File: src/rtl/wtwd_pkg.sv
// Package for the windowed two-way dispatcher: outcome codes, register
// indexes, the result word layout and the xorshift32 step.
// Depends on nothing; used by windowed_two_way_dispatcher.
`default_nettype none

package wtwd_pkg;

  // Configuration port.
  localparam int unsigned CfgIndexWidth = 1;
  localparam int unsigned CfgDataWidth  = 32;
  localparam logic [CfgIndexWidth-1:0] RegWindowSize = 1'd0;
  localparam logic [CfgIndexWidth-1:0] RegSeedValue  = 1'd1;

  localparam int unsigned WindowWidth    = 16;
  localparam int unsigned SeedWidth      = 32;
  localparam int unsigned TotalWidth     = 32;
  localparam logic [WindowWidth-1:0] WindowReset = 16'd16;
  localparam logic [SeedWidth-1:0]   SeedReset   = 32'd1;

  typedef enum logic [1:0] {
    OutIdle          = 2'd0,
    OutWindowBlocked = 2'd1,
    OutEngineBlocked = 2'd2,
    OutDispatched    = 2'd3
  } outcome_e;

  // Result word, ready_to_source in the lowest bits, padded to whole bytes.
  typedef struct packed {
    logic                  pad;
    logic [TotalWidth-1:0] random_choice_total;
    logic [TotalWidth-1:0] engine_blocked_total;
    logic [TotalWidth-1:0] window_blocked_ready_total;
    logic [TotalWidth-1:0] window_blocked_total;
    logic [TotalWidth-1:0] dispatched_total;
    logic                  random_used;
    outcome_e              outcome;
    logic                  chosen_engine;
    logic                  issue_engine1;
    logic                  issue_engine0;
    logic                  ready_to_source;
  } result_t;

  localparam int unsigned ResultWidth = $bits(result_t);

  // One step of xorshift32 with shifts 13, 17 and 5.
  function automatic logic [SeedWidth-1:0] xorshift_next(input logic [SeedWidth-1:0] s);
    logic [SeedWidth-1:0] a;
    logic [SeedWidth-1:0] b;
    a = s ^ (s << 13);
    b = a ^ (a >> 17);
    return b ^ (b << 5);
  endfunction

endpackage

`default_nettype wire

File: src/rtl/windowed_two_way_dispatcher.sv
// Windowed two-way dispatcher: one decision per input transfer, registered in
// and out. The input register and then the result register lie between input
// transfer and result transfer; one transfer is taken every cycle while the result side keeps up.
// The random state and the five counters update in the cycle that the item
// leaves the input register. Reset clears the counters, sets the window to 16
// and the random state to 1. Depends on wtwd_pkg.
`default_nettype none

module windowed_two_way_dispatcher #(
  parameter int unsigned ID_WIDTH      = 32,
  parameter int unsigned COUNTER_WIDTH = 32
) (
  input  wire logic clk_i,
  input  wire logic rst_ni,

  input  wire logic                                 cfg_we_i,
  input  wire logic [wtwd_pkg::CfgIndexWidth-1:0]   cfg_index_i,
  input  wire logic [wtwd_pkg::CfgDataWidth-1:0]    cfg_wdata_i,

  input  wire logic                                 s_axis_tvalid,
  output      logic                                 s_axis_tready,
  // request_valid, request_id, window_base, engine0_ready, engine1_ready
  input  wire logic [((2*ID_WIDTH+3+7)/8)*8-1:0]    s_axis_tdata,

  output      logic                                 m_axis_tvalid,
  input  wire logic                                 m_axis_tready,
  // ready_to_source, issue_engine0, issue_engine1, chosen_engine, outcome,
  // random_used, dispatched_total, window_blocked_total,
  // window_blocked_ready_total, engine_blocked_total, random_choice_total
  output      logic [wtwd_pkg::ResultWidth-1:0]     m_axis_tdata
);

  localparam int unsigned InBits  = 2 * ID_WIDTH + 3;
  localparam int unsigned IdLo    = 1;
  localparam int unsigned BaseLo  = 1 + ID_WIDTH;
  localparam int unsigned Rdy0Bit = 1 + 2 * ID_WIDTH;
  localparam int unsigned Rdy1Bit = 2 + 2 * ID_WIDTH;
  localparam int unsigned CmpWidth =
      (ID_WIDTH > wtwd_pkg::WindowWidth) ? ID_WIDTH : wtwd_pkg::WindowWidth;

  // Configuration and state.
  logic [wtwd_pkg::WindowWidth-1:0] window_q;
  logic [wtwd_pkg::SeedWidth-1:0]   rnd_q, rnd_d;
  logic [COUNTER_WIDTH-1:0] disp_q, disp_d;
  logic [COUNTER_WIDTH-1:0] wblk_q, wblk_d;
  logic [COUNTER_WIDTH-1:0] wblk_rdy_q, wblk_rdy_d;
  logic [COUNTER_WIDTH-1:0] eblk_q, eblk_d;
  logic [COUNTER_WIDTH-1:0] rchoice_q, rchoice_d;

  // Input and result registers.
  logic              in_valid_q;
  logic [InBits-1:0] in_data_q;
  logic              out_valid_q;
  wtwd_pkg::result_t out_data_q;
  wtwd_pkg::result_t res;

  logic advance;

  // Decoded fields.
  logic                req_valid;
  logic [ID_WIDTH-1:0] req_id;
  logic [ID_WIDTH-1:0] win_base;
  logic [ID_WIDTH-1:0] id_diff;
  logic                rdy0, rdy1, both_rdy;
  logic                sel, sel_rdy, credit, go;

  assign advance       = in_valid_q && (!out_valid_q || m_axis_tready);
  assign s_axis_tready = !in_valid_q || advance;
  assign m_axis_tvalid = out_valid_q;
  assign m_axis_tdata  = out_data_q;

  assign req_valid = in_data_q[0];
  assign req_id    = in_data_q[IdLo +: ID_WIDTH];
  assign win_base  = in_data_q[BaseLo +: ID_WIDTH];
  assign rdy0      = in_data_q[Rdy0Bit];
  assign rdy1      = in_data_q[Rdy1Bit];
  assign both_rdy  = rdy0 && rdy1;
  assign id_diff   = req_id - win_base;

  always_comb begin
    sel     = both_rdy ? rnd_q[0] : !rdy0;
    sel_rdy = sel ? rdy1 : rdy0;
    // No wraparound: an id below the base never has credit.
    credit  = (req_id >= win_base) && (CmpWidth'(id_diff) < CmpWidth'(window_q));
    go      = credit && sel_rdy;

    disp_d     = disp_q;
    wblk_d     = wblk_q;
    wblk_rdy_d = wblk_rdy_q;
    eblk_d     = eblk_q;
    rchoice_d  = rchoice_q;
    rnd_d      = rnd_q;

    res                 = '0;
    res.ready_to_source = go;
    res.chosen_engine   = sel;
    res.outcome         = wtwd_pkg::OutIdle;

    if (req_valid) begin
      if (!credit) begin
        res.outcome = wtwd_pkg::OutWindowBlocked;
        wblk_d      = wblk_q + COUNTER_WIDTH'(1);
        if (rdy0 || rdy1) begin
          wblk_rdy_d = wblk_rdy_q + COUNTER_WIDTH'(1);
        end
      end else if (!sel_rdy) begin
        res.outcome = wtwd_pkg::OutEngineBlocked;
        eblk_d      = eblk_q + COUNTER_WIDTH'(1);
      end else begin
        res.outcome       = wtwd_pkg::OutDispatched;
        res.issue_engine0 = !sel;
        res.issue_engine1 = sel;
        disp_d            = disp_q + COUNTER_WIDTH'(1);
        if (both_rdy) begin
          res.random_used = 1'b1;
          rchoice_d       = rchoice_q + COUNTER_WIDTH'(1);
          rnd_d           = wtwd_pkg::xorshift_next(rnd_q);
        end
      end
    end

    res.dispatched_total           = wtwd_pkg::TotalWidth'(disp_d);
    res.window_blocked_total       = wtwd_pkg::TotalWidth'(wblk_d);
    res.window_blocked_ready_total = wtwd_pkg::TotalWidth'(wblk_rdy_d);
    res.engine_blocked_total       = wtwd_pkg::TotalWidth'(eblk_d);
    res.random_choice_total        = wtwd_pkg::TotalWidth'(rchoice_d);
  end

  always_ff @(posedge clk_i or negedge rst_ni) begin
    if (!rst_ni) begin
      window_q    <= wtwd_pkg::WindowReset;
      rnd_q       <= wtwd_pkg::SeedReset;
      disp_q      <= '0;
      wblk_q      <= '0;
      wblk_rdy_q  <= '0;
      eblk_q      <= '0;
      rchoice_q   <= '0;
      in_valid_q  <= 1'b0;
      out_valid_q <= 1'b0;
    end else begin
      if (s_axis_tready) begin
        in_valid_q <= s_axis_tvalid;
      end
      if (advance) begin
        out_valid_q <= 1'b1;
        disp_q      <= disp_d;
        wblk_q      <= wblk_d;
        wblk_rdy_q  <= wblk_rdy_d;
        eblk_q      <= eblk_d;
        rchoice_q   <= rchoice_d;
      end else if (m_axis_tready) begin
        out_valid_q <= 1'b0;
      end
      // A seed write loads the random state at once. A zero seed would lock
      // the generator, so it loads one instead.
      if (cfg_we_i && (cfg_index_i == wtwd_pkg::RegSeedValue)) begin
        rnd_q <= (cfg_wdata_i[wtwd_pkg::SeedWidth-1:0] != '0) ?
                 cfg_wdata_i[wtwd_pkg::SeedWidth-1:0] : wtwd_pkg::SeedReset;
      end else if (advance) begin
        rnd_q <= rnd_d;
      end
      if (cfg_we_i) begin
        case (cfg_index_i)
          wtwd_pkg::RegWindowSize: begin
            window_q <= cfg_wdata_i[wtwd_pkg::WindowWidth-1:0];
          end
          default: begin
          end
        endcase
      end
    end
  end

  // Payload registers carry no reset.
  always_ff @(posedge clk_i) begin
    if (s_axis_tready && s_axis_tvalid) begin
      in_data_q <= s_axis_tdata[InBits-1:0];
    end
    if (advance) begin
      out_data_q <= res;
    end
  end

  a_rnd_nonzero: assert property (@(posedge clk_i) disable iff (!rst_ni)
    rnd_q != '0)
    else $error("random state became zero");

  a_issue_onehot: assert property (@(posedge clk_i) disable iff (!rst_ni)
    out_valid_q |-> !(out_data_q.issue_engine0 && out_data_q.issue_engine1))
    else $error("request issued to both engines");

  a_issue_dispatched: assert property (@(posedge clk_i) disable iff (!rst_ni)
    out_valid_q && (out_data_q.issue_engine0 || out_data_q.issue_engine1)
    |-> out_data_q.outcome == wtwd_pkg::OutDispatched)
    else $error("issue without dispatch outcome");

  a_rnd_steps: assert property (@(posedge clk_i) disable iff (!rst_ni)
    advance && res.random_used && !cfg_we_i |=> rnd_q != $past(rnd_q))
    else $error("random state did not advance after a random choice");

  a_disp_count: assert property (@(posedge clk_i) disable iff (!rst_ni)
    advance && res.outcome == wtwd_pkg::OutDispatched
    |=> disp_q == $past(disp_q) + COUNTER_WIDTH'(1))
    else $error("dispatch counter did not step");

endmodule

`default_nettype wire
File: config.mk
export PLATFORM = sky130hd
export DESIGN_NAME = windowed_two_way_dispatcher
export DESIGN_NICKNAME = d
export VERILOG_FILES = /design/src/rtl/wtwd_pkg.sv /design/src/rtl/windowed_two_way_dispatcher.sv
export SDC_FILE = /design/constraint.sdc
export NUM_CORES = 1
export LEC_CHECK = 0
export ABC_AREA = 1
export ABC_CLOCK_PERIOD_IN_PS = 7000
export BUFFER_PORTS_ARGS = -buffer_cell sky130_fd_sc_hd__buf_2
export CORE_ASPECT_RATIO = 0.75
export CORE_MARGIN = 2
export CORE_UTILIZATION = 45
export CTS_BUF_LIST = sky130_fd_sc_hd__clkbuf_4 sky130_fd_sc_hd__clkbuf_8 sky130_fd_sc_hd__clkbuf_16
export DETAILED_ROUTE_END_ITERATION = 16
export PLACE_DENSITY = 0.69
export RECOVER_POWER = 50
export SLEW_MARGIN = 10
export SYNTH_ARGS = -nofsm -noshare
export SYNTH_HDL_FRONTEND = slang
export SYNTH_SLANG_ARGS = --single-unit
export TNS_END_PERCENT = 100
File: constraint.sdc
create_clock -name clk_i -period 7 [get_ports clk_i]
set_input_delay 0.7 -clock clk_i [delete_from_list [all_inputs] [get_ports clk_i]]
set_output_delay 0.7 -clock clk_i [all_outputs]
set_load 0.005 [all_outputs]
==> metrics.yaml <==
start_util_pct: 45.8
ctsHoldBuffers: 0
layout-drive-gt1-share_pct: 8.87
setup_violations: 0
holdCritPathClass: "primary input to async pin"
cts_tree: "built"
clk_latency_ps: 580
post-cts-setup-buffer-count: 0
firstDrtPassIters: 6
die_x_um: 276
leakagePower_nw: 13.5
grt_max_degree: 187
viasPerCell: 5.15
die_h_um: 208
period_needed_ps: 5090
max-vdd-ir-drop_mv: 0.170
path_cells: "nand2_1 > nand2_1 > clkinvlp_2 > nand4_2 > buf_4 > nand2_1 > buf_4 > nand2_1 > nand2_1"
rows: 74
crit_required_ps: 7460
die_area_um2: 57600
path_max_fanout: 73
clock_sinks: 444
drt_wl_total_um: 66200
worstMarginPinSlew_ps: 3660
yosys_warnings: 0
ys_seq_elements: 444
hold_viol: 0
coreArea_um2: 54700
fmax_mhz: 196
power_density_nw_per_um2: 283
ys_types: 46
cts_resized: 0
drc: 0
drv_cap: 4
io_buffers: 273
overflow: 0
seq_area_frac_synth_pct: 49.0
h-tree-depth: 2
startpoint_type: "register"
rsz0062_at_grt: "no"
status: "complete, but fails checks"
cts_root_buf: "clkbuf_16"
syn_avg_cell_area_um2: 7.77
slew_headroom_pct: -144
arrival_ps: 5550
netlist_area_um2: 25100
vias: 21738
antenna_found_initial: 2
ios: 280
grt_pass1_vias: 19816
antenna_cells: 0
numCtsBuffers: 45
wire_per_inst_um: 15.7
slew_viol_final: 258
clk_path_buf_depth: 3
tns_ps: 0
drtIter0Drc: 2094
syn_nets: 3389
num-nets-final: 3623
crit_family: "buffers and inverters"
violations: "max-capacitance violations, max-slew violations"
syn_inst: 3226
skew_ps: 12.6
path_buf_inv: 3
detail-route-antenna-nets: 0
grt_usage_pct: 22.9
gp_congestion: 0.929
holdWs_ps: 129
crit_path_frequent_cell: "nand2_1"
critical_path.endpoint_type: "register"
finalCritPeriodShare_pct: 72.7
dpl.hpwl_um: 46600
area_growth_pct: 13.5
crit_type: "register to register"
crit_path_max_incr_delay_ps: 2310
grt_pass1_wl_um: 107000
slowest_stage: "clkinvlp_2"
clkTransAtPathRegs_ps: 60
-- where the power goes --
part / switching [W] / total [W] / internal (W)
registers: 0.000231 / 0.00340 / 0.00317
logic: 0.00129 / 0.00208 / 0.000789
clock network: 0.00109 / 0.00256 / 0.00147
-- worst paths after layout --
check	slack (ps)	from	cells after the start	end
max	1910	m_axis_tvalid	9	rnd_q[8]
min in group clk_i	300	s_axis_tdata[34]	1	in_data_q[34]
max in group asynchronous	2860	rst_ni	2	in_valid_q
min	130	rst_ni	1	disp_q[8]
min reg2reg	490	window_q[6]	2	window_q[6]
max reg2reg	1910	m_axis_tvalid	9	rnd_q[8]
-- cells in the mapped netlist (all sizes together) --
| cell | count | area share (%) |
|---|---|---|
| fa | 1 | 0.080 |
| nor4 | 32 | 0.80 |
| o21a | 3 | 0.090 |
| inv | 453 | 6.8 |
| o211ai | 1 | 0.030 |
| nand2 | 1197 | 18 |
| nor3 | 73 | 1.5 |
| clkinv | 5 | 0.075 |
| or2 | 2 | 0.050 |
| buf | 53 | 1.3 |
| a211oi | 2 | 0.060 |
| conb | 1 | 0.015 |
| a21o | 1 | 0.030 |
| and3 | 4 | 0.10 |
| and2 | 45 | 1.1 |
| nand3b | 10 | 0.30 |
| xor2 | 27 | 0.94 |
| xnor2 | 48 | 1.7 |
| o21bai | 3 | 0.090 |
| a21oi | 36 | 0.73 |
| nand3 | 292 | 5.9 |
| dfrtp | 208 | 21 |
| nor3b | 1 | 0.030 |
| dfstp | 2 | 0.21 |
| nor2 | 163 | 2.6 |
| edfxtp | 234 | 28 |
| nand4 | 140 | 3.5 |
| ha | 52 | 2.6 |
| clkbuf | 55 | 0.82 |
| o21ai | 82 | 1.6 |
-- worst reg2reg max path, cell delays in order, from the launching register on --
cell and delay (ps):
dfrtp_1 360, nand2_1 80, nand2_1 450, clkinvlp_2 2320, nand4_2 800, buf_4 430, nand2_1 100, buf_4 260
nand2_1 140, nand2_1 50
-- sequential cells by signal, summed over array words and instances (netlist names) --
| name | cells |
|---|---|
| rchoice_q | 32 |
| disp_q | 32 |
| wblk_rdy_q | 32 |
| m_axis_tdata | 167 |
| rnd_q | 32 |
| eblk_q | 32 |
| in_valid_q | 1 |
| window_q | 16 |
| wblk_q | 32 |
| m_axis_tvalid | 1 |
| in_data_q | 67 |
-- cells by family after synthesis --
kind of cell	after synthesis	synth area share (%)
AOI/OAI and AO/OA	128	2.67
xor gates and xnor gates	75	2.62
adders and majority gates	53	2.68
buffers and inverters	566	8.95
DFF	444	49.0
other	1	0.0150
and+or+nand+nor	1959	34.0
-- layout by cell type, fill, tap and decap left out, types with 6 or more instances in the layout --
| cell type | synthesis | final |
|---|---|---|
| edfxtp_1 | 234 | 234 |
| nor2_2 | 6 | 7 |
| buf_4 | 4 | 18 |
| clkbuf_16 | 0 | 46 |
| xnor2_1 | 48 | 48 |
| o21ai_0 | 77 | 77 |
| inv_1 | 449 | 447 |
| nor3_1 | 70 | 70 |
| nand3_1 | 288 | 287 |
| and2_1 | 45 | 45 |
| xor2_1 | 27 | 27 |
| dfrtp_1 | 208 | 208 |
| nand4_1 | 139 | 139 |
| buf_2 | 21 | 173 |
| nand2_2 | 6 | 6 |
| clkbuf_4 | 0 | 7 |
| ha_1 | 52 | 52 |
| clkinv_2 | 0 | 7 |
| nor4_1 | 32 | 32 |
| nand3b_1 | 10 | 10 |
| clkbuf_1 | 55 | 98 |
| a21oi_1 | 35 | 35 |
| nor2_1 | 154 | 153 |
| nand2_1 | 1191 | 1191 |
| clkinv_1 | 5 | 6 |
-- metrics by stage --
| stage | worst slack (ps) | instance area [um2] | total power [W] | util (%) | cells |
|---|---|---|---|---|---|
| after global routing | 1320 | 28400 | 0.00851 | 52.0 | 4218 |
| after global placement | 2230 | 27000 | 0.00550 | 49.4 | 4135 |
| after floorplan | 163 | 25100 | 0.00491 | - | 3226 |
| final | 1910 | 28400 | 0.00805 | 52.0 | 4218 |
| after CTS | 2120 | 28600 | 0.00812 | 52.2 | 4218 |
| after detailed placement | 2130 | 27000 | 0.00553 | 49.4 | 4135 |
-- routing by layer --
metal  wire length (um)  global-route usage (%)
met1              32100                    34.6
met2              27700                    33.6
met3               5390                    4.80
met4               1080                    4.90
met5                  0                       0
-- final cells by class --
class                      instances  area [um2]
clock buffer                      56        1240
clock inverter                    27         318
fill                            5255       26300
sequential                       444       12300
multi-input combinational       2216       10500
tap                              722         903
timing repair buffer             295        1420
inverter                         458        1720
Note: power is estimated with default switching activity, not from simulation.
